[src/sv/mpool_pkg.sv]
// ----------------------------------------------------------------------------
// mpool_pkg
// Shared types and constants for the unsigned 8-bit max pooling block.
// ----------------------------------------------------------------------------
package mpool_pkg;

    localparam int DIM_W   = 7;
    localparam int PAD_W   = 6;
    localparam int POS_W   = 6;
    localparam int CH_W    = 4;
    localparam int PIX_W   = 8;
    localparam int SPAN_W  = 15;
    localparam int PADDR_W = 5;
    localparam int PDATA_W = 32;

    localparam logic [DIM_W-1:0] RST_SRC_HEIGHT = 7'd64;
    localparam logic [DIM_W-1:0] RST_SRC_WIDTH  = 7'd64;
    localparam logic [DIM_W-1:0] RST_KERNEL     = 7'd3;
    localparam logic [DIM_W-1:0] RST_STRIDE     = 7'd1;
    localparam logic [PAD_W-1:0] RST_PAD        = 6'd0;

    typedef enum logic
    {
        FUNC_LOAD  = 1'b0,
        FUNC_QUERY = 1'b1
    } func_t;

    typedef enum logic [2:0]
    {
        REG_SRC_HEIGHT = 3'd0,
        REG_SRC_WIDTH  = 3'd1,
        REG_KERNEL_Y   = 3'd2,
        REG_KERNEL_X   = 3'd3,
        REG_STRIDE_Y   = 3'd4,
        REG_STRIDE_X   = 3'd5,
        REG_PAD_Y      = 3'd6,
        REG_PAD_X      = 3'd7
    } reg_index_t;

    typedef enum logic [2:0]
    {
        ST_IDLE,
        ST_SPAN,
        ST_CLAMP,
        ST_SCAN,
        ST_DRAIN,
        ST_DONE
    } state_t;

    typedef struct packed
    {
        logic [DIM_W-1:0] src_height;
        logic [DIM_W-1:0] src_width;
        logic [DIM_W-1:0] kernel_y;
        logic [DIM_W-1:0] kernel_x;
        logic [DIM_W-1:0] stride_y;
        logic [DIM_W-1:0] stride_x;
        logic [PAD_W-1:0] pad_y;
        logic [PAD_W-1:0] pad_x;
    } cfg_t;

    typedef struct packed
    {
        logic accept;
        logic span;
        logic clamp;
        logic scan;
        logic out_load;
    } cmd_t;

    typedef struct packed
    {
        logic win_ok;
        logic scan_last;
        logic out_free;
    } sts_t;

endpackage

[src/sv/mpool_ctrl.sv]
// ----------------------------------------------------------------------------
// mpool_ctrl
// Sequencer that steps a query through window setup, scan and result hand-off.
// ----------------------------------------------------------------------------
module mpool_ctrl import mpool_pkg::*;
(
    input  logic  clk,
    input  logic  rst_n,
    input  logic  item_valid,
    input  func_t item_func,
    output logic  item_ready,
    input  sts_t  sts,
    output cmd_t  cmd
);

    state_t state_reg;
    state_t state_next;

    always_ff @(posedge clk or negedge rst_n)
    begin
        if (!rst_n)
        begin
            state_reg <= ST_IDLE;
        end
        else
        begin
            state_reg <= state_next;
        end
    end

    always_comb
    begin
        state_next = state_reg;
        unique case (state_reg)
            ST_IDLE:
            begin
                if (item_valid && (item_func == FUNC_QUERY))
                begin
                    state_next = ST_SPAN;
                end
            end
            ST_SPAN:  state_next = ST_CLAMP;
            ST_CLAMP: state_next = sts.win_ok ? ST_SCAN : ST_DONE;
            ST_SCAN:
            begin
                if (sts.scan_last)
                begin
                    state_next = ST_DRAIN;
                end
            end
            ST_DRAIN: state_next = ST_DONE;
            ST_DONE:
            begin
                if (sts.out_free)
                begin
                    state_next = ST_IDLE;
                end
            end
            default:  state_next = ST_IDLE;
        endcase
    end

    always_comb
    begin
        cmd        = '0;
        item_ready = 1'b0;
        unique case (state_reg)
            ST_IDLE:
            begin
                item_ready = 1'b1;
                cmd.accept = item_valid;
            end
            ST_SPAN:  cmd.span = 1'b1;
            ST_CLAMP: cmd.clamp = 1'b1;
            ST_SCAN:  cmd.scan = 1'b1;
            ST_DRAIN: ;
            ST_DONE:  cmd.out_load = sts.out_free;
            default:  ;
        endcase
    end

endmodule

[config.mk]
export PLATFORM = sky130hd
export DESIGN_NAME = mpool_ctrl
export DESIGN_NICKNAME = d
export VERILOG_FILES = /design/src/sv/mpool_pkg.sv /design/src/sv/mpool_ctrl.sv
export SDC_FILE = /design/constraint.sdc
export NUM_CORES = 1
export LEC_CHECK = 0
export BUFFER_PORTS_ARGS = -buffer_cell sky130_fd_sc_hd__buf_2
export CORE_AREA = 2 2 39 41
export CTS_CLUSTER_DIAMETER = 60
export DETAILED_ROUTE_END_ITERATION = 10
export DIE_AREA = 0 0 41 43
export SKIP_LAST_GASP = 1
export SYNTH_ARGS = -nofsm -noshare
export SYNTH_HDL_FRONTEND = slang
export SYNTH_SLANG_ARGS = --single-unit
[constraint.sdc]
create_clock -name clk -period 1.3 [get_ports clk]
set_input_delay 0.39 -clock clk [delete_from_list [all_inputs] [get_ports clk]]
set_output_delay 0.39 -clock clk [all_outputs]
set_load 0.02 [all_outputs]
* Word-level counts from Yosys, hierarchy flattened
Cells that the tools add are included.
Storage, ports and cells: logic and storage cells 23, output and inout port bits 6, register bits 3
Operators by class: reduce and logical (&&, ||, !) cells 3, equality and inequality tests 8, mux-type cells 11
Operators with widths (number):
- $pmux 3 s6 | 1
- $mux 3 | 4
- $eq 3x2->1 const B | 2
- $eq 3x3->1 const B | 2
- $mux 1 | 6
- $ne 2x2->1 const B | 3
- $eq 3x1->1 const B | 1
- $logic_not 3->1 | 1
- $reduce_and 3->1 | 1
- $logic_and 1x1->1 | 1

* Logic depth before layout (Yosys ltp)
depth in word-level cells 3, gate-level depth with buffers 4

* Worst setup path after synthesis
OpenSTA, ideal clock, no wires.
path kind flip-flop to output port, start point reg state_reg[2], end point out cmd[4] (netlist name), buffers on the path 1, path slack -252 ps, arrival time 1162 ps, cell stages (with the launch flop) 4, cells stage by stage dfrtp_1 buf_2 nor3_2 and2_1
RTL lines:
- from (decl) | RTL line mpool_ctrl.sv:16 | state_t state_reg;
- from (signal assigned) | RTL line mpool_ctrl.sv:27 | state_reg <= state_next;
- to (decl) | RTL line mpool_ctrl.sv:13 | output cmd_t cmd

==> results.cfg <==
[status]
status = finished with violations
violations = setup timing

[routing]
drc = 0
vias = 255
wl_um = 539
drtPass1Iterations = 4
wire_per_inst_um = 8.983
post_drt_via_cell_ratio = 4.250
ant_nets = 0
drt_iter0_markers = 3

[final_layout]
post-route-util_pct = 28.03
fin_nets = 52
stdcell_area_um2 = 387.9
largest_reg_flops = 3
multi_input_area_um2 = 130.1
seq_area_um2 = 78.83
drive_gt1_share_pct = 68.18
area_growth_pct = 83.43
nFillCells = 154
n_antenna_cell = 0

[cts]
clk_path_buf_depth = 2
cts_buffers = 3
ctsHtreeMaxLevel = 1
cts_tree = done
clock-sinks = 3
path_clk_slew_ns = 0.04
cts_root_buf = clkbuf_4
clk_latency_ns = 0.23

[logic_synthesis]
syn_area_per_cell_um2 = 8.811
yosysWarnings = 0
synth_area_um2 = 211.5
synth_nets = 31
synth-seq-cells = 3
yosys-top-cells-area = dfrtp_1 36%, o21ai_2 8.3%, nor3b_1 7.1%, buf_6 5.3%, nand2_1 5.3%
netlist_instances = 24
ys_seq_area_share_pct = 35.50
synthDistinctLibCells = 17
synth_top_area_cell = dfrtp_1
netlist.area_leader.share_pct = 35.50

[sta]
period_share_pct = 116.5
hold_ws_ns = 0.4308
rsz0062_at_grt = true
finalSetupViolCount = 6
setup_slack_ns = -0.2141
relSlewSlack_pct = 86.32
finalHoldViolations = 0
fin_crit_ns = 1.514
slew_violations = 0
max_freq_mhz = 660.5
worst_slew_pin_slew_ns = 0.2034
fin_skew_ns = 0.001054

[global_routing]
grt_pass1_vias = 222
grt_pass1_wl_um = 834
grt.total_usage_pct = 7.236
grt_start_max_net_pins = 8
grt.overflow.total = 0
antenna_found_initial = 0

[power_and_ir_drop]
p_seq_share_pct = 23.7
p_leak_nw = 0.1828
switching_share_pct = 41.15
pwr-share-clk_pct = 17.3
power_density_nw_per_um2 = 2448
power_frac_comb_pct = 59.0
vdd_drop_max_mv = 0.7886
p_int_mw = 0.5588
power_switching_mw = 0.3907

[placement]
numPortBuffers = 12
place_area_um2 = 311.5
dp_hpwl_um = 426.7
place.gp.congestion = 0.7768
pre_cts_ws_ns = -0.02540

[critical_path]
path_cells = nor3_4 > and2_4 > buf_6
cp-end-kind = output pin
crit_type = flop to output pin
arrival_ns = 1.12
path_max_fanout = 5
start_kind = flop
required_ns = 0.91
path_buf_inv = 1
cpPeakStageDelay_ns = 0.44
slowest_stage = dfrtp_2
crit_family = flip-flops

[floorplan]
die_h_um = 43
ios = 13
rows = 14
initial_utilization_pct = 15.28
core_um2 = 1384
die_area_um2 = 1763
fp.dieW_um = 41

[run]
cap_violations = 0

[min_path]
hold_class = input port to flop
==> layout make-up <==
class | count | share of cell area [%]
multi-input cells | 18 | 33.55
repair buffers | 18 | 33.23
flip-flops and latches | 3 | 20.32
clock buffers | 4 | 6.774
well taps | 16 | 5.161
inverters | 1 | 0.9677
==> power by group through the flow <==
stage | registers (mW) | clock network [mW] | logic, mW
finish | 0.225 | 0.164 | 0.560
global placement | 0.215 | 0 | 0.461
global route | 0.237 | 0.183 | 0.601
CTS | 0.227 | 0.173 | 0.562
floorplan | 0.173 | 0 | 0.351
detailed placement | 0.218 | 0 | 0.462
==> metrics by stage <==
stage          power (mW)  instances  TNS (ns)
2_1_floorplan      0.5240         24   -0.5905
3_5_place_dp       0.6806         54  -0.02540
4_1_cts            0.9615         60    -1.066
5_1_grt             1.021         60    -1.323
3_3_place_gp       0.6758         54  -0.01686
6_report           0.9495         60   -0.9956
==> final timing paths <==
| check | end | from | cells after the start | slack [ns] |
|---|---|---|---|---|
| setup / recovery | cmd[4] | state_reg[0] | 3 | -0.21 |
| hold / removal | state_reg[1] | sts[2] | 3 | 0.43 |
| setup reg to reg | state_reg[0] | state_reg[0] | 3 | 0.24 |
| hold reg to reg | state_reg[1] | state_reg[2] | 2 | 0.67 |
| max in group asynchronous | state_reg[0] | rst_n | 2 | 0.70 |
| min in group asynchronous | state_reg[1] | rst_n | 2 | 0.48 |
==> worst min-delay path, cell delays in order <==
cell and delay [ns]:
buf_2 0.11, nand3_1 0.06, a21oi_1 0.07
==> logic make-up after synthesis <==
logic type,count (synthesis),share of synthesized area [%]
flip-flops,3,35.50
AO/OA/AOI/OAI,6,19.53
AND/OR/NAND/NOR,12,35.50
buffers and inverters,3,9.463
==> what timing repair did <==
action | in CTS | in global routing
setup buffers | 1 | 0
hold buffers | 1 | 0
gates resized for setup | 11 | 1
pin swaps | 3 | 0
endpoints found under the hold margin | 3 | 0
endpoints found under the setup margin | 6 | 6
==> synthesized netlist by cell type <==
cell and count:
o21ai_2 2, inv_2 1, nor3_1 1, and2_4 1
nor2_1 1, nand3_1 1, nand2_1 3, nor3b_1 2
a31oi_1 1, o31ai_1 1, and4b_1 1, buf_6 1
dfrtp_1 3, a21oi_1 2, and2_1 1, buf_2 1
nor3_2 1
==> cell usage in the layout, fill, tap and decap left out <==
cell type,instances
clkbuf_1,1
dfrtp_2,3
o31ai_1,1
nor3_4,1
a21oi_1,2
dlygate4sd3_1,1
a31oi_1,1
nor3_1,1
o21ai_2,2
clkbuf_4,3
nand3_1,1
buf_2,8
nand2_1,3
and4b_1,1
nor3b_2,1
buf_4,6
inv_2,1
nor3b_1,1
and2_4,2
nor2_1,1
buf_6,3
==> per-layer routing <==
metal  GRT usage (%)  wire length (um)
met1           10.32               229
met2           8.438               239
met3          0.5236                48
met4           8.000                22
met5               0                 0
(Power assumes the default switching activity.)
