## src/sv/mpool_pkg.sv

```systemverilog
// ----------------------------------------------------------------------------
// mpool_pkg
// Shared types and constants for the unsigned 8-bit max pooling block.
// ----------------------------------------------------------------------------
package mpool_pkg;

    localparam int DIM_W   = 7;
    localparam int PAD_W   = 6;
    localparam int POS_W   = 6;
    localparam int CH_W    = 4;
    localparam int PIX_W   = 8;
    localparam int SPAN_W  = 15;
    localparam int PADDR_W = 5;
    localparam int PDATA_W = 32;

    localparam logic [DIM_W-1:0] RST_SRC_HEIGHT = 7'd64;
    localparam logic [DIM_W-1:0] RST_SRC_WIDTH  = 7'd64;
    localparam logic [DIM_W-1:0] RST_KERNEL     = 7'd3;
    localparam logic [DIM_W-1:0] RST_STRIDE     = 7'd1;
    localparam logic [PAD_W-1:0] RST_PAD        = 6'd0;

    typedef enum logic
    {
        FUNC_LOAD  = 1'b0,
        FUNC_QUERY = 1'b1
    } func_t;

    typedef enum logic [2:0]
    {
        REG_SRC_HEIGHT = 3'd0,
        REG_SRC_WIDTH  = 3'd1,
        REG_KERNEL_Y   = 3'd2,
        REG_KERNEL_X   = 3'd3,
        REG_STRIDE_Y   = 3'd4,
        REG_STRIDE_X   = 3'd5,
        REG_PAD_Y      = 3'd6,
        REG_PAD_X      = 3'd7
    } reg_index_t;

    typedef enum logic [2:0]
    {
        ST_IDLE,
        ST_SPAN,
        ST_CLAMP,
        ST_SCAN,
        ST_DRAIN,
        ST_DONE
    } state_t;

    typedef struct packed
    {
        logic [DIM_W-1:0] src_height;
        logic [DIM_W-1:0] src_width;
        logic [DIM_W-1:0] kernel_y;
        logic [DIM_W-1:0] kernel_x;
        logic [DIM_W-1:0] stride_y;
        logic [DIM_W-1:0] stride_x;
        logic [PAD_W-1:0] pad_y;
        logic [PAD_W-1:0] pad_x;
    } cfg_t;

    typedef struct packed
    {
        logic accept;
        logic span;
        logic clamp;
        logic scan;
        logic out_load;
    } cmd_t;

    typedef struct packed
    {
        logic win_ok;
        logic scan_last;
        logic out_free;
    } sts_t;

endpackage

```

## src/sv/mpool_cfg.sv

```systemverilog
// ----------------------------------------------------------------------------
// mpool_cfg
// APB-style configuration registers for the pooling geometry.
// ----------------------------------------------------------------------------
module mpool_cfg import mpool_pkg::*;
(
    input  logic               clk,
    input  logic               rst_n,
    input  logic               psel,
    input  logic               penable,
    input  logic               pwrite,
    input  logic [PADDR_W-1:0] paddr,
    input  logic [PDATA_W-1:0] pwdata,
    output logic [PDATA_W-1:0] prdata,
    output logic               pready,
    output cfg_t               cfg
);

    cfg_t       cfg_reg;
    reg_index_t index;
    logic       wr_en;

    assign index  = reg_index_t'(paddr[PADDR_W-1:2]);
    assign wr_en  = psel && penable && pwrite;
    assign pready = 1'b1;
    assign cfg    = cfg_reg;

    always_ff @(posedge clk or negedge rst_n)
    begin
        if (!rst_n)
        begin
            cfg_reg.src_height <= RST_SRC_HEIGHT;
            cfg_reg.src_width  <= RST_SRC_WIDTH;
            cfg_reg.kernel_y   <= RST_KERNEL;
            cfg_reg.kernel_x   <= RST_KERNEL;
            cfg_reg.stride_y   <= RST_STRIDE;
            cfg_reg.stride_x   <= RST_STRIDE;
            cfg_reg.pad_y      <= RST_PAD;
            cfg_reg.pad_x      <= RST_PAD;
        end
        else if (wr_en)
        begin
            unique case (index)
                REG_SRC_HEIGHT: cfg_reg.src_height <= pwdata[DIM_W-1:0];
                REG_SRC_WIDTH:  cfg_reg.src_width  <= pwdata[DIM_W-1:0];
                REG_KERNEL_Y:   cfg_reg.kernel_y   <= pwdata[DIM_W-1:0];
                REG_KERNEL_X:   cfg_reg.kernel_x   <= pwdata[DIM_W-1:0];
                REG_STRIDE_Y:   cfg_reg.stride_y   <= pwdata[DIM_W-1:0];
                REG_STRIDE_X:   cfg_reg.stride_x   <= pwdata[DIM_W-1:0];
                REG_PAD_Y:      cfg_reg.pad_y      <= pwdata[PAD_W-1:0];
                REG_PAD_X:      cfg_reg.pad_x      <= pwdata[PAD_W-1:0];
                default:        ;
            endcase
        end
    end

    always_comb
    begin
        unique case (index)
            REG_SRC_HEIGHT: prdata = PDATA_W'(cfg_reg.src_height);
            REG_SRC_WIDTH:  prdata = PDATA_W'(cfg_reg.src_width);
            REG_KERNEL_Y:   prdata = PDATA_W'(cfg_reg.kernel_y);
            REG_KERNEL_X:   prdata = PDATA_W'(cfg_reg.kernel_x);
            REG_STRIDE_Y:   prdata = PDATA_W'(cfg_reg.stride_y);
            REG_STRIDE_X:   prdata = PDATA_W'(cfg_reg.stride_x);
            REG_PAD_Y:      prdata = PDATA_W'(cfg_reg.pad_y);
            REG_PAD_X:      prdata = PDATA_W'(cfg_reg.pad_x);
            default:        prdata = '0;
        endcase
    end

endmodule

```

## config.mk

```make
export PLATFORM = sky130hd
export DESIGN_NAME = mpool_cfg
export DESIGN_NICKNAME = d
export VERILOG_FILES = /design/src/sv/mpool_pkg.sv /design/src/sv/mpool_cfg.sv
export SDC_FILE = /design/constraint.sdc
export NUM_CORES = 1
export LEC_CHECK = 0
export BUFFER_PORTS_ARGS = -buffer_cell sky130_fd_sc_hd__clkbuf_2
export CAP_MARGIN = 30
export CORE_MARGIN = 5
export CORE_UTILIZATION = 51
export DETAILED_ROUTE_END_ITERATION = 10
export MAX_ROUTING_LAYER = met4
export PLACE_DENSITY = 0.86
export SLEW_MARGIN = 20
export SYNTH_ARGS = -nofsm -noshare
export SYNTH_HDL_FRONTEND = slang
export SYNTH_SLANG_ARGS = --single-unit
```

## constraint.sdc

```tcl
create_clock -name clk -period 1.8 [get_ports clk]
set_input_delay 0.27 -clock clk [delete_from_list [all_inputs] [get_ports clk]]
set_output_delay 0.27 -clock clk [all_outputs]
set_load 0.02 [all_outputs]
```

After elaboration in Yosys (flattened, before gate mapping)
Cells that the tools add are included.
Widths: inputs -> output; s select.
{ "totals": {"register_bits": 54, "latchBits": 0, "ramBits": 0, "romBits": 0, "out_inout_bits": 87, "word_cells": 27, "n_memories": 0} }
{ "classes": {"add_sub_neg": 0, "mul": 0, "div": 0, "n_lt_le_gt_ge": 0, "n_eq_ne": 7, "shift": 0, "muxes": 1, "bitwise": 0, "reduce_logical": 11} }
{ "op_table": {"columns": ["cell", "count"], "rows": [
  ["$pmux 32 s8", 1],
  ["$reduce_and 2->1", 8],
  ["$eq 3x3->1 const B", 4],
  ["$eq 3x2->1 const B", 2],
  ["$eq 3x1->1 const B", 1],
  ["$logic_not 3->1", 1],
  ["$logic_and 1x1->1", 2]
]} }

Depth between registers and ports, before layout
Gate-level depths: netlist of run 1.
{ "depth": {"depth_word": 3, "mapped_depth": 5} }

Least setup slack after synthesis of run 1
OpenSTA, ideal clock, no wires.
{ "synth_path": {"path_kind": "in2out", "start": "in paddr[2]", "end": "out prdata[6]", "arrival_ps": 1213, "t_required_ps": 1530, "setup_slack_ps": 317, "path_stages": 5, "path_buffers": 2, "cell_sequence": "buf_4 -> clkbuf_1 -> nor3b_1 -> a211oi_1 -> o22a_1"} }
{ "synth_via": {"elab_chain_len": 2, "word_cells_on_any_way": 9} }
{ "synth_lines": {"columns": ["item", "line", "source"], "rows": [
  ["from (decl)", "mpool_cfg.sv:12", "input logic [PADDR_W-1:0] paddr,"],
  ["$eq 3x3->1 (tied with other cells)", "mpool_cfg.sv:59", "unique case (index)"],
  ["$pmux 32 s8 (*)", "mpool_cfg.sv:59", null],
  ["to (decl)", "mpool_cfg.sv:14", "output logic [PDATA_W-1:0] prdata,"]
]} }
Every way passes the cells marked *; elsewhere a longest branch is shown, timed or not. The select of a mux whose other input is x is not followed.

Worst setup path after layout of run 1
{ "layout_path": {"start": "reg cfg_reg (netlist bit cfg[19])", "end": "out prdata[0]"} }
{ "layout_via": {"elab_chain_len": 1} }
{ "layout_lines": {"columns": ["item", "line", "source"], "rows": [
  ["from (decl)", "mpool_cfg.sv:19", "cfg_t cfg_reg;"],
  ["$pmux 32 s8", "mpool_cfg.sv:59", null]
]} }
No other way between the ends. The select of a mux whose other input is x is not followed.

==> metrics.txt, run 1 <==
# TYPE chip_impl_metric gauge
chip_impl_metric{name="core-area",unit="mm2"} 0.00544
chip_impl_metric{name="grt-ovfl-total",unit=""} 0
chip_impl_metric{name="route.detailed.wl_per_inst",unit="um"} 17.4
chip_impl_metric{name="clkLatencyLatePin",unit="ns"} 0.30
chip_impl_metric{name="largest_reg_flops",unit=""} 54
chip_impl_metric{name="die_height",unit="um"} 84.4
chip_impl_info{name="synth_area_leaders",value="sky130_fd_sc_hd__dfrtp_1 (41%), sky130_fd_sc_hd__mux2_2 (16%), sky130_fd_sc_hd__buf_4 (7.7%)"} 1
chip_impl_info{name="result_of_the_run",value="finished, final reports clean"} 1
chip_impl_metric{name="max_freq",unit="GHz"} 0.576
chip_impl_metric{name="synthDistinctLibCells",unit=""} 24
chip_impl_metric{name="synth_area_per_cell",unit="um2"} 13.3
chip_impl_metric{name="synth_simple_gate_area_share",unit="%"} 6.56
chip_impl_metric{name="rows",unit=""} 27
chip_impl_info{name="worst_setup_path_start_kind",value="flip-flop"} 1
chip_impl_metric{name="timing_hold_violations_final",unit=""} 0
chip_impl_metric{name="route.detailed.drc",unit=""} 0
chip_impl_metric{name="gp_congestion",unit=""} 0.856
chip_impl_metric{name="fin_tns_setup",unit="ns"} 0
chip_impl_metric{name="clkSlewWorstSetupHoldPaths",unit="ns"} 0.09
chip_impl_metric{name="floorplan.initialDensity",unit="%"} 51.9
chip_impl_metric{name="grt_first_pass_wirelength",unit="um"} 10500
chip_impl_metric{name="drtAntennaViolNets",unit=""} 0
chip_impl_info{name="crit_type",value="flip-flop to output port"} 1
chip_impl_info{name="cts_tree",value="built"} 1
chip_impl_metric{name="number_of_max_slew_violations_in_the_final_report",unit=""} 0
chip_impl_metric{name="antenna_cells_inserted",unit=""} 0
chip_impl_metric{name="setup_violations",unit=""} 0
chip_impl_metric{name="chip_width",unit="um"} 84.4
chip_impl_info{name="critical_path.endpoint_type",value="output port"} 1
chip_impl_metric{name="grt_util_all_layers",unit="%"} 19.3
chip_impl_metric{name="final.min_clock_period",unit="ns"} 1.74
chip_impl_metric{name="power_density",unit="mW/mm2"} 1070
chip_impl_metric{name="drt_wl_total",unit="um"} 6550
chip_impl_metric{name="design.die.area",unit="mm2"} 0.00712
chip_impl_metric{name="io_buffers",unit=""} 75
chip_impl_metric{name="drive_above_1_share",unit="%"} 57.7
chip_impl_metric{name="worst_ir_drop_vdd",unit="mV"} 0.707
chip_impl_metric{name="hold_slack",unit="ns"} 0.284
chip_impl_metric{name="final_critical_path_setup_slack",unit="ns"} 0.0639
chip_impl_metric{name="detail_route.vias_per_cell",unit=""} 5.21
chip_impl_info{name="grt_setup_unrepaired",value="false"} 1
chip_impl_metric{name="leak",unit="nW"} 1.75
chip_impl_info{name="cts.root.buffer_cell",value="sky130_fd_sc_hd__clkbuf_8"} 1
chip_impl_metric{name="yosys.area_share.xor_xnor",unit="%"} 0
chip_impl_metric{name="hpwl",unit="um"} 5070
chip_impl_metric{name="post_synth_mux_area_share",unit="%"} 30.2
chip_impl_metric{name="slew-limit-headroom",unit="%"} 64.1
chip_impl_metric{name="h-tree-depth",unit=""} 2
chip_impl_metric{name="drt-pass1-iter-count",unit=""} 4
chip_impl_metric{name="arrival_time_at_the_worst_endpoint",unit="ns"} 1.47
chip_impl_metric{name="total_power",unit="mW"} 3.67
chip_impl_info{name="leading_area_contributor_after_synthesis",value="sky130_fd_sc_hd__dfrtp_1"} 1
chip_impl_metric{name="total_number_of_vias",unit=""} 1965
chip_impl_metric{name="flow.area_growth_from_synthesis",unit="%"} 21.6
chip_impl_metric{name="nNetsFinal",unit=""} 346
chip_impl_metric{name="layout.cells.non_filler",unit=""} 377
chip_impl_metric{name="via_count_of_the_first_global_routing_pass",unit=""} 2130
chip_impl_metric{name="cts_setup_buffers",unit=""} 0
chip_impl_metric{name="dp_slack",unit="ns"} 0.0473
chip_impl_metric{name="ctsLongestPathBuffers",unit=""} 2
chip_impl_info{name="worst_hold_path_type",value="input port to flip-flop"} 1
chip_impl_metric{name="critPathMaxFanout",unit=""} 3
chip_impl_metric{name="synth_compound_gate_area_share",unit="%"} 5.37
chip_impl_metric{name="worst-slew-pin-transition",unit="ns"} 0.538
chip_impl_metric{name="yosys.area.top_type_share",unit="%"} 40.8
chip_impl_metric{name="tritoncts_num_sinks",unit=""} 54
chip_impl_metric{name="number_of_antenna_violations_at_the_first_check_in_global_routing",unit=""} 0
chip_impl_metric{name="post_synth_fa_ha_maj_area_fraction",unit="%"} 0
chip_impl_metric{name="first_iter_violations",unit=""} 62
chip_impl_metric{name="critical_path_required",unit="ns"} 1.53
chip_impl_metric{name="finalCritPeriodShare",unit="%"} 96.5
chip_impl_info{name="dominant_combinational_cell_family_by_area_after_synthesis",value="multiplexers"} 1
chip_impl_metric{name="skew",unit="ns"} 0
chip_impl_metric{name="post_synth_instance_area",unit="mm2"} 0.00282
chip_impl_metric{name="syn_inst",unit=""} 212
chip_impl_metric{name="max-cap-violations",unit=""} 0
chip_impl_metric{name="seq_total_area_yosys",unit="%"} 48.2
chip_impl_metric{name="ios",unit=""} 129
chip_impl_metric{name="tritoncts.num_buffers",unit=""} 5
chip_impl_metric{name="ys_ff_latch",unit=""} 54
chip_impl_metric{name="synth-warning-count",unit=""} 0
chip_impl_metric{name="grt_max_degree",unit=""} 24
chip_impl_metric{name="placed_cells_incl_taps",unit=""} 368
==> worst max-delay path: stages, from the launching register on <==
cell and delay [ns]:
sky130_fd_sc_hd__dfstp_2 0.56, sky130_fd_sc_hd__mux2i_2 0.07, sky130_fd_sc_hd__a211oi_2 0.21, sky130_fd_sc_hd__o22a_1 0.19, sky130_fd_sc_hd__buf_6 0.13
==> placed cells by master, fill, tap and decap left out, drive strengths merged <==
| cell | instances |
|---|---|
| bufinv | 1 |
| or3 | 3 |
| mux2 | 54 |
| clkinvlp | 1 |
| o32a | 1 |
| dlygate4sd3 | 1 |
| nand2 | 2 |
| nand3 | 1 |
| nand2b | 3 |
| nor3b | 8 |
| dfstp | 8 |
| clkbuf | 79 |
| dfrtp | 46 |
| buf | 24 |
| a211oi | 7 |
| o22ai | 5 |
| nor2 | 7 |
| conb | 26 |
| nand4b | 1 |
| o22a | 6 |
| mux2i | 19 |
| nand4 | 1 |
| a21oi | 1 |
==> power by group <==
group	leakage [nW]	switching, mW	internal (mW)	total [mW]
combinational	1.03	0.695	0.503	1.20
clock	0.0514	0.389	0.415	0.805
sequential	0.672	0.194	1.48	1.67
total	1.75	1.28	2.39	3.67
==> logic make-up (layout without fill, tap and decap cells) <==
family	Yosys count	count (layout)
mux	73	73
buf+inv	37	106
flops	54	54
other cells	2	26
simple gates	26	26
compound gates	20	20
==> timing repair <==
item,CTS,global route
gates resized for setup,1,7
hold buffers,1,0
hold endpoints to repair,11,0
setup endpoints to repair,1,3
gates cloned,0,0
pin swaps,0,2
==> synth_stat cells (all sizes together) <==
library cell,instances
nor3b,8
a211oi,7
nand4b,1
or3,3
dfrtp,46
nand2,2
dfstp,8
o32a,1
nand4,1
o22a,6
a21oi,1
mux2i,19
nand2b,3
nand3,1
o22ai,5
conb,2
nor2,7
buf,33
clkbuf,4
mux2,54
==> path summary, 6_finish.rpt <==
check | startpoint | end | slack (ns) | cells past startpoint
hold reg to reg | cfg[7] | cfg[7] | 0.54 | 1
max in group asynchronous | rst_n | cfg[14] | 0.74 | 3
setup / recovery | cfg[19] | prdata[0] | 0.06 | 4
min in group asynchronous | rst_n | cfg[28] | 0.43 | 2
hold / removal | pwdata[6] | cfg[39] | 0.28 | 2
setup reg to reg | cfg[28] | cfg[28] | 1.00 | 1
==> layout make-up <==
cell class	instances	area, um2
sequential	54	1360
timing repair buffer	98	572
clock inverter	2	37.5
fill	443	2010
tap	72	90.1
multi-input combinational	145	1300
clock buffer	6	72.6
==> metal layers <==
metal	share of wire (%)	vias to the layer above	wire length, um	GRT usage [%]
li1	-	894	-	-
met1	41	954	2670	22.7
met2	49	102	3240	32.6
met3	7.3	15	478	4.22
met4	2.5	0	166	6.91
met5	0	-	0	-
==> metrics by stage <==
| step | util [%] | cell area (um2) |
|---|---|---|
| after global routing | 63.1 | 3430 |
| after detailed placement | 60.5 | 3290 |
| final | 63.1 | 3430 |
| after floorplan | - | 2910 |
| after CTS | 62.8 | 3410 |
| after global placement | 60.5 | 3290 |
Power figures use the tool's default switching activity.
==> run 2: changes to the inputs <==
--- a/config.mk
+++ b/config.mk
@@ -8,10 +8,10 @@
 export BUFFER_PORTS_ARGS = -buffer_cell sky130_fd_sc_hd__clkbuf_2
 export CAP_MARGIN = 30
 export CORE_MARGIN = 5
-export CORE_UTILIZATION = 51
+export CORE_UTILIZATION = 50
 export DETAILED_ROUTE_END_ITERATION = 10
 export MAX_ROUTING_LAYER = met4
-export PLACE_DENSITY = 0.86
+export PLACE_DENSITY = 0.85
 export SLEW_MARGIN = 20
 export SYNTH_ARGS = -nofsm -noshare
 export SYNTH_HDL_FRONTEND = slang
==> run 2 against run 1 <==
  * Final cell count is 0.53% lower
  * Worst setup slack hardly changed
  * Power is 0.12% higher
  * Flip-flop and latch count stayed put
  * Register-to-register slack worse by 0.02 ns
  * Clock power is 0.6% higher
  * Largest power group unchanged
  * Critical endpoint is now prdata[1]
  * Sequential share of layout area is 0.10 points higher
  * Maximum frequency hardly changed
  * Sequential power hardly changed
  * Hold slack better by 0.0027 ns
  * Clock skew stayed put
==> metrics.txt, run 2 (synthesized netlist as in run 1, its figures left out) <==
# TYPE chip_impl_metric gauge
chip_impl_metric{name="slew-limit-headroom",unit="%"} 62.8
chip_impl_metric{name="tritoncts.num_buffers",unit=""} 5
chip_impl_metric{name="tritoncts_num_sinks",unit=""} 54
chip_impl_metric{name="max-cap-violations",unit=""} 0
chip_impl_metric{name="multi_input_comb_area",unit="mm2"} 0.00131
chip_impl_info{name="routed.top_layer",value="met4"} 1
chip_impl_metric{name="chip_width",unit="um"} 85.1
chip_impl_metric{name="detail_route.vias_per_cell",unit=""} 5.25
chip_impl_metric{name="setup_violations",unit=""} 0
chip_impl_info{name="cts_tree",value="built"} 1
chip_impl_info{name="crit_path_start",value="cfg[27]"} 1
chip_impl_metric{name="design.die.area",unit="mm2"} 0.00725
chip_impl_info{name="worst_hold_path_type",value="input port to flip-flop"} 1
chip_impl_metric{name="total_number_of_vias",unit=""} 1970
chip_impl_info{name="grt_setup_unrepaired",value="true"} 1
chip_impl_metric{name="io_buffers",unit=""} 75
chip_impl_metric{name="p_sw_share",unit="%"} 35.0
chip_impl_metric{name="power_density",unit="mW/mm2"} 1070
chip_impl_metric{name="grt_first_pass_wirelength",unit="um"} 10600
chip_impl_metric{name="internal_power",unit="mW"} 2.39
chip_impl_info{name="path_cells",value="mux2i_1 -> a211oi_1 -> o22a_1 -> buf_2"} 1
chip_impl_metric{name="power_frac_seq",unit="%"} 45.5
chip_impl_metric{name="worst_ir_drop_vdd",unit="mV"} 0.607
chip_impl_info{name="regToRegStartpoint",value="cfg[37]"} 1
chip_impl_metric{name="route.detailed.drc",unit=""} 0
chip_impl_metric{name="fillerInstances",unit=""} 446
chip_impl_metric{name="rows",unit=""} 27
chip_impl_metric{name="power.clock.fraction",unit="%"} 22.0
chip_impl_metric{name="nNetsFinal",unit=""} 344
chip_impl_metric{name="leak",unit="nW"} 1.75
chip_impl_metric{name="drtAntennaViolNets",unit=""} 0
chip_impl_metric{name="drt-met1-wl",unit="um"} 2830
chip_impl_info{name="result_of_the_run",value="finished, final reports clean"} 1
chip_impl_metric{name="critical_path_required",unit="ns"} 1.53
chip_impl_metric{name="layout.cells.non_filler",unit=""} 375
chip_impl_metric{name="largest_reg_flops",unit=""} 54
chip_impl_metric{name="routed-wl-met3",unit="um"} 500
chip_impl_info{name="critical_path.endpoint_type",value="output port"} 1
chip_impl_info{name="most_frequent_cells_in_the_layout",value="sky130_fd_sc_hd__clkbuf_2 (72), sky130_fd_sc_hd__dfrtp_1 (46), sky130_fd_sc_hd__mux2_2 (40)"} 1
chip_impl_metric{name="fin_tns_setup",unit="ns"} 0
chip_impl_metric{name="hpwl",unit="um"} 4980
chip_impl_metric{name="ios",unit=""} 129
chip_impl_metric{name="arrival_time_at_the_worst_endpoint",unit="ns"} 1.47
chip_impl_metric{name="final_core_util",unit="%"} 62.2
chip_impl_metric{name="core-area",unit="mm2"} 0.00551
chip_impl_metric{name="worst-slew-pin-transition",unit="ns"} 0.558
chip_impl_metric{name="number_of_max_slew_violations_in_the_final_report",unit=""} 0
chip_impl_info{name="layout.cells.most_common",value="sky130_fd_sc_hd__clkbuf_2"} 1
chip_impl_metric{name="floorplan.initialDensity",unit="%"} 51.2
chip_impl_metric{name="power_frac_comb",unit="%"} 32.5
chip_impl_metric{name="met2WireLength",unit="um"} 3280
chip_impl_metric{name="route.detailed.wl_per_inst",unit="um"} 17.8
chip_impl_metric{name="clkLatencyLatePin",unit="ns"} 0.31
chip_impl_metric{name="die_height",unit="um"} 85.1
chip_impl_info{name="worst_setup_path_start_kind",value="flip-flop"} 1
chip_impl_metric{name="grt_max_degree",unit=""} 55
chip_impl_info{name="crit_type",value="flip-flop to output port"} 1
chip_impl_metric{name="final.min_clock_period",unit="ns"} 1.74
chip_impl_info{name="cts.root.buffer_cell",value="sky130_fd_sc_hd__clkbuf_8"} 1
chip_impl_metric{name="drt-pass1-iter-count",unit=""} 4
chip_impl_metric{name="drt_wl_total",unit="um"} 6690
chip_impl_metric{name="gp_congestion",unit=""} 0.796
chip_impl_metric{name="critical_path.max_stage_delay",unit="ns"} 0.56
chip_impl_metric{name="first_iter_violations",unit=""} 65
chip_impl_metric{name="timing_hold_violations_final",unit=""} 0
chip_impl_metric{name="net-switching-power",unit="mW"} 1.29
chip_impl_metric{name="grt_util_all_layers",unit="%"} 19.1
chip_impl_metric{name="finalCritPeriodShare",unit="%"} 96.4
chip_impl_metric{name="grt-ovfl-total",unit=""} 0
chip_impl_metric{name="number_of_antenna_violations_at_the_first_check_in_global_routing",unit=""} 0
chip_impl_info{name="timing.critical_path.slowest_stage_cell",value="sky130_fd_sc_hd__dfstp_2"} 1
chip_impl_metric{name="via_count_of_the_first_global_routing_pass",unit=""} 2082
chip_impl_metric{name="placed_cells_incl_taps",unit=""} 366
chip_impl_metric{name="flow.area_growth_from_synthesis",unit="%"} 21.3
chip_impl_metric{name="cts_setup_buffers",unit=""} 0
chip_impl_metric{name="clkSlewWorstSetupHoldPaths",unit="ns"} 0.09
chip_impl_info{name="hold_path.startpoint",value="pwdata[6]"} 1
chip_impl_metric{name="max_freq",unit="GHz"} 0.576
chip_impl_metric{name="skew",unit="ns"} 0
chip_impl_metric{name="hold_slack",unit="ns"} 0.287
chip_impl_metric{name="antenna_cells_inserted",unit=""} 0
chip_impl_metric{name="h-tree-depth",unit=""} 2
chip_impl_metric{name="drive_above_1_share",unit="%"} 57.8
chip_impl_metric{name="register_area",unit="mm2"} 0.00136
chip_impl_metric{name="ctsLongestPathBuffers",unit=""} 2
chip_impl_metric{name="critPathMaxFanout",unit=""} 3
-- run 2: cell count changes in the layout (fill, tap and decap cells not counted), sizes merged --
cell	before	now
clkbuf	79	78
buf	24	23
-- run 2: layout make-up --
cell class / count / share of cell area (%)
Clock buffer: 6 / 2.12
Clock inverter: 2 / 1.10
Multi-Input combinational cell: 145 / 38.1
Sequential cell: 54 / 39.8
Tap cell: 72 / 2.63
Timing Repair Buffer: 96 / 16.3
-- run 2: power by group through the flow --
stage / Combinational (mW) / Clock (mW) / Sequential (mW)
floorplan: 0.530 / 0 / 1.96
global placement: 1.17 / 0 / 1.68
detailed placement: 1.20 / 0 / 1.69
CTS: 1.20 / 0.820 / 1.67
global route: 1.28 / 0.872 / 1.71
finish: 1.20 / 0.810 / 1.67
-- run 2: critical path: cells and delay by family, from the launching register on --
kind / cells / cell delay, ns
flops: 1 / 0.56
mux: 1 / 0.08
compound gates: 2 / 0.36
buf+inv: 1 / 0.16
-- run 2: routing by layer --
layer	track usage (%)	up-vias
li1	-	892
met1	23.4	976
met2	31.4	94
met3	4.17	8
met4	6.04	0
met5	-	-
-- run 2: final timing paths --
kind / endpoint / slack (ns) / depth (start not counted)
max in group asynchronous: cfg[53] / 1.02 / 3
worst max register to register: cfg[37] / 0.98 / 1
worst min register to register: cfg[43] / 0.54 / 1
worst max-delay path: prdata[1] / 0.06 / 4
min in group asynchronous: cfg[40] / 0.48 / 3
worst min-delay path: cfg[39] / 0.29 / 2
-- run 2: timing repair --
item,CTS,global route
endpoints found under the hold margin,46,0
hold buffers,1,0
resized for setup,0,10
setup endpoints to repair,1,4
pin swaps,1,3
gates cloned,0,0
-- run 2: stage by stage --
stage	total power [mW]	setup slack, ns	area [um2]
global route	3.86	0.000151	3420
global placement	2.85	0.0760	3270
detailed placement	2.89	0.0636	3270
CTS	3.69	0.000937	3390
floorplan	2.49	0.317	2910
finish	3.68	0.0640	3420
==> run 3: changes to the inputs <==
--- a/config.mk
+++ b/config.mk
@@ -8,10 +8,9 @@
 export BUFFER_PORTS_ARGS = -buffer_cell sky130_fd_sc_hd__clkbuf_2
 export CAP_MARGIN = 30
 export CORE_MARGIN = 5
-export CORE_UTILIZATION = 50
+export CORE_UTILIZATION = 26
 export DETAILED_ROUTE_END_ITERATION = 10
 export MAX_ROUTING_LAYER = met4
-export PLACE_DENSITY = 0.85
 export SLEW_MARGIN = 20
 export SYNTH_ARGS = -nofsm -noshare
 export SYNTH_HDL_FRONTEND = slang
==> run 3 against run 2 <==
  * Global-route usage down 7.1 points
  * Hold slack better by 0.0072 ns
  * Largest power group unchanged
  * Clock skew unchanged
  * Wire length up 14%
  * Critical path depth unchanged
  * Sequential share of layout area down 1.5 points
  * Critical endpoint is now prdata[0]
  * Non-clock buffer count up 7
  * Core utilization down 29 points
  * Via count about the same
  * Final cell count up 20%
  * Register-to-register slack about the same
==> metrics.txt, run 3 (synthesized netlist as in run 1, its figures left out) <==
# TYPE chip_impl_metric gauge
chip_impl_info{name="result_of_the_run",value="finished, final reports clean"} 1
chip_impl_metric{name="detail_route.vias_per_cell",unit=""} 4.38
chip_impl_metric{name="max_freq",unit="GHz"} 0.569
chip_impl_metric{name="clkSlewWorstSetupHoldPaths",unit="ns"} 0.10
chip_impl_metric{name="tritoncts.num_buffers",unit=""} 5
chip_impl_metric{name="drive_above_1_share",unit="%"} 59.0
chip_impl_metric{name="critPathMaxFanout",unit=""} 3
chip_impl_metric{name="timing_hold_violations_final",unit=""} 0
chip_impl_metric{name="core-area",unit="mm2"} 0.0107
chip_impl_metric{name="gp_congestion",unit=""} 0.797
chip_impl_metric{name="die_height",unit="um"} 114
chip_impl_metric{name="nNetsFinal",unit=""} 351
chip_impl_metric{name="holdPathStages",unit=""} 2
chip_impl_metric{name="final_area",unit="mm2"} 0.00356
chip_impl_metric{name="critical_path.max_stage_delay",unit="ns"} 0.56
chip_impl_metric{name="hold_slack",unit="ns"} 0.294
chip_impl_metric{name="arrival_time_at_the_worst_endpoint",unit="ns"} 1.49
chip_impl_info{name="hold-path-endpoint",value="cfg[53]"} 1
chip_impl_info{name="timing.critical_path.slowest_stage_cell",value="sky130_fd_sc_hd__dfstp_2"} 1
chip_impl_info{name="layout.cells.most_common",value="sky130_fd_sc_hd__clkbuf_2"} 1
chip_impl_metric{name="io_buffers",unit=""} 75
chip_impl_metric{name="layout.cells.non_filler",unit=""} 450
chip_impl_info{name="crit_type",value="flip-flop to output port"} 1
chip_impl_metric{name="clkLatencyLatePin",unit="ns"} 0.31
chip_impl_metric{name="grt-ovfl-total",unit=""} 0
chip_impl_metric{name="hpwl",unit="um"} 5950
chip_impl_metric{name="power_density",unit="mW/mm2"} 1020
chip_impl_info{name="cts_tree",value="built"} 1
chip_impl_info{name="cts.root.buffer_cell",value="sky130_fd_sc_hd__clkbuf_8"} 1
chip_impl_metric{name="dp_slack",unit="ns"} 0.0712
chip_impl_info{name="hold_path.startpoint",value="pwdata[6]"} 1
chip_impl_metric{name="setup_violations",unit=""} 0
chip_impl_metric{name="route.detailed.drc",unit=""} 0
chip_impl_metric{name="drt_wl_total",unit="um"} 7600
chip_impl_metric{name="route.detailed.wl_per_inst",unit="um"} 16.9
chip_impl_metric{name="drt-pass1-iter-count",unit=""} 4
chip_impl_metric{name="floorplan.initialDensity",unit="%"} 26.3
chip_impl_info{name="worst_hold_path_type",value="input port to flip-flop"} 1
chip_impl_metric{name="ios",unit=""} 129
chip_impl_info{name="reg2reg_to",value="cfg[46]"} 1
chip_impl_info{name="worst_setup_path_start_kind",value="flip-flop"} 1
chip_impl_info{name="critical_path.endpoint_type",value="output port"} 1
chip_impl_info{name="regToRegStartpoint",value="cfg[46]"} 1
chip_impl_metric{name="largest_reg_flops",unit=""} 54
chip_impl_metric{name="final.min_clock_period",unit="ns"} 1.76
chip_impl_metric{name="tritoncts_num_sinks",unit=""} 54
chip_impl_metric{name="number_of_antenna_violations_at_the_first_check_in_global_routing",unit=""} 0
chip_impl_metric{name="worst_ir_drop_vdd",unit="mV"} 0.493
chip_impl_metric{name="grt_first_pass_wirelength",unit="um"} 11700
chip_impl_metric{name="number_of_max_slew_violations_in_the_final_report",unit=""} 0
chip_impl_metric{name="r2r.worst_path.cells",unit=""} 2
chip_impl_metric{name="final_critical_path_setup_slack",unit="ns"} 0.0436
chip_impl_metric{name="critical_path_required",unit="ns"} 1.53
chip_impl_metric{name="first_iter_violations",unit=""} 88
chip_impl_info{name="grt_setup_unrepaired",value="true"} 1
chip_impl_metric{name="max-cap-violations",unit=""} 0
chip_impl_metric{name="antenna_cells_inserted",unit=""} 0
chip_impl_metric{name="total_number_of_vias",unit=""} 1969
chip_impl_metric{name="chip_width",unit="um"} 114
chip_impl_metric{name="design.die.area",unit="mm2"} 0.0130
chip_impl_metric{name="rows",unit=""} 38
chip_impl_metric{name="final_core_util",unit="%"} 33.1
chip_impl_metric{name="via_count_of_the_first_global_routing_pass",unit=""} 2025
chip_impl_metric{name="skew",unit="ns"} 0
chip_impl_metric{name="leak",unit="nW"} 1.78
chip_impl_info{name="path_cells",value="mux2i_1 -> a211oi_2 -> o22a_1 -> buf_6"} 1
chip_impl_metric{name="placed_cell_area",unit="mm2"} 0.00340
chip_impl_metric{name="setup_slack_reg_to_reg",unit="ns"} 0.97
chip_impl_info{name="most_frequent_cells_in_the_layout",value="sky130_fd_sc_hd__clkbuf_2 (72), sky130_fd_sc_hd__dfrtp_1 (46), sky130_fd_sc_hd__mux2_2 (40)"} 1
chip_impl_metric{name="drtAntennaViolNets",unit=""} 0
chip_impl_metric{name="ctsLongestPathBuffers",unit=""} 2
chip_impl_metric{name="grt_util_all_layers",unit="%"} 12.0
chip_impl_metric{name="flow.area_growth_from_synthesis",unit="%"} 26.1
chip_impl_metric{name="h-tree-depth",unit=""} 2
chip_impl_metric{name="grt_max_degree",unit=""} 55
chip_impl_metric{name="placed_cells_incl_taps",unit=""} 440
chip_impl_metric{name="finalCritPeriodShare",unit="%"} 97.6
-- run 3: worst max-delay path by stage --
stage	startpoint	endpoint	cells after the start
final	cfg[19]	prdata[0]	4
after global routing	cfg[19]	prdata[0]	4
after CTS	cfg[46]	prdata[6]	4
after detailed placement	paddr[4]	prdata[1]	6
after global placement	paddr[4]	prdata[1]	6
after floorplan	paddr[2]	prdata[6]	5
-- run 3: worst max-delay path, delay by kind of cell (launching register included) --
kind | cells | cell delay (ns)
multiplexers | 1 | 0.08
buffers and inverters | 1 | 0.12
flip-flops | 1 | 0.56
AO/OA/AOI/OAI | 2 | 0.41
-- run 3: area by class of cell --
class	count	area, um2
clock buffer	6	82.6
clock inverter	2	17.5
fill	1121	7190
multi-input combinational	145	1300
sequential	54	1360
tap	140	175
timing repair buffer	103	619
-- run 3: where the power goes --
part	internal [mW]	switching, mW	total (mW)	leakage (nW)
Sequential	1.48	0.185	1.66	0.672
Combinational	0.513	0.723	1.24	1.06
Clock	0.318	0.416	0.734	0.0514
-- run 3: repair_timing --
| item | 4_1_cts | 5_1_grt |
|---|---|---|
| setup buffers | 0 | 1 |
| hold buffers | 1 | 0 |
| endpoints found under the hold margin | 46 | 0 |
| pin swaps | 2 | 4 |
| setup endpoints to repair | 2 | 5 |
| gates resized for setup | 2 | 11 |
-- run 3: routing by layer --
metal | wire (um) | share of wire [%] | global-route usage (%)
met5 | 0 | 0 | -
met2 | 3760 | 50 | 19.9
met3 | 476 | 6.3 | 2.75
met1 | 3310 | 44 | 15.3
met4 | 41 | 0.54 | 2.14
-- run 3: per-stage QoR --
step	total power, mW	TNS (ns)
global placement	2.90	0
floorplan	2.49	0
global route	3.85	-0.0410
finish	3.63	0
detailed placement	2.93	0
CTS	3.67	0
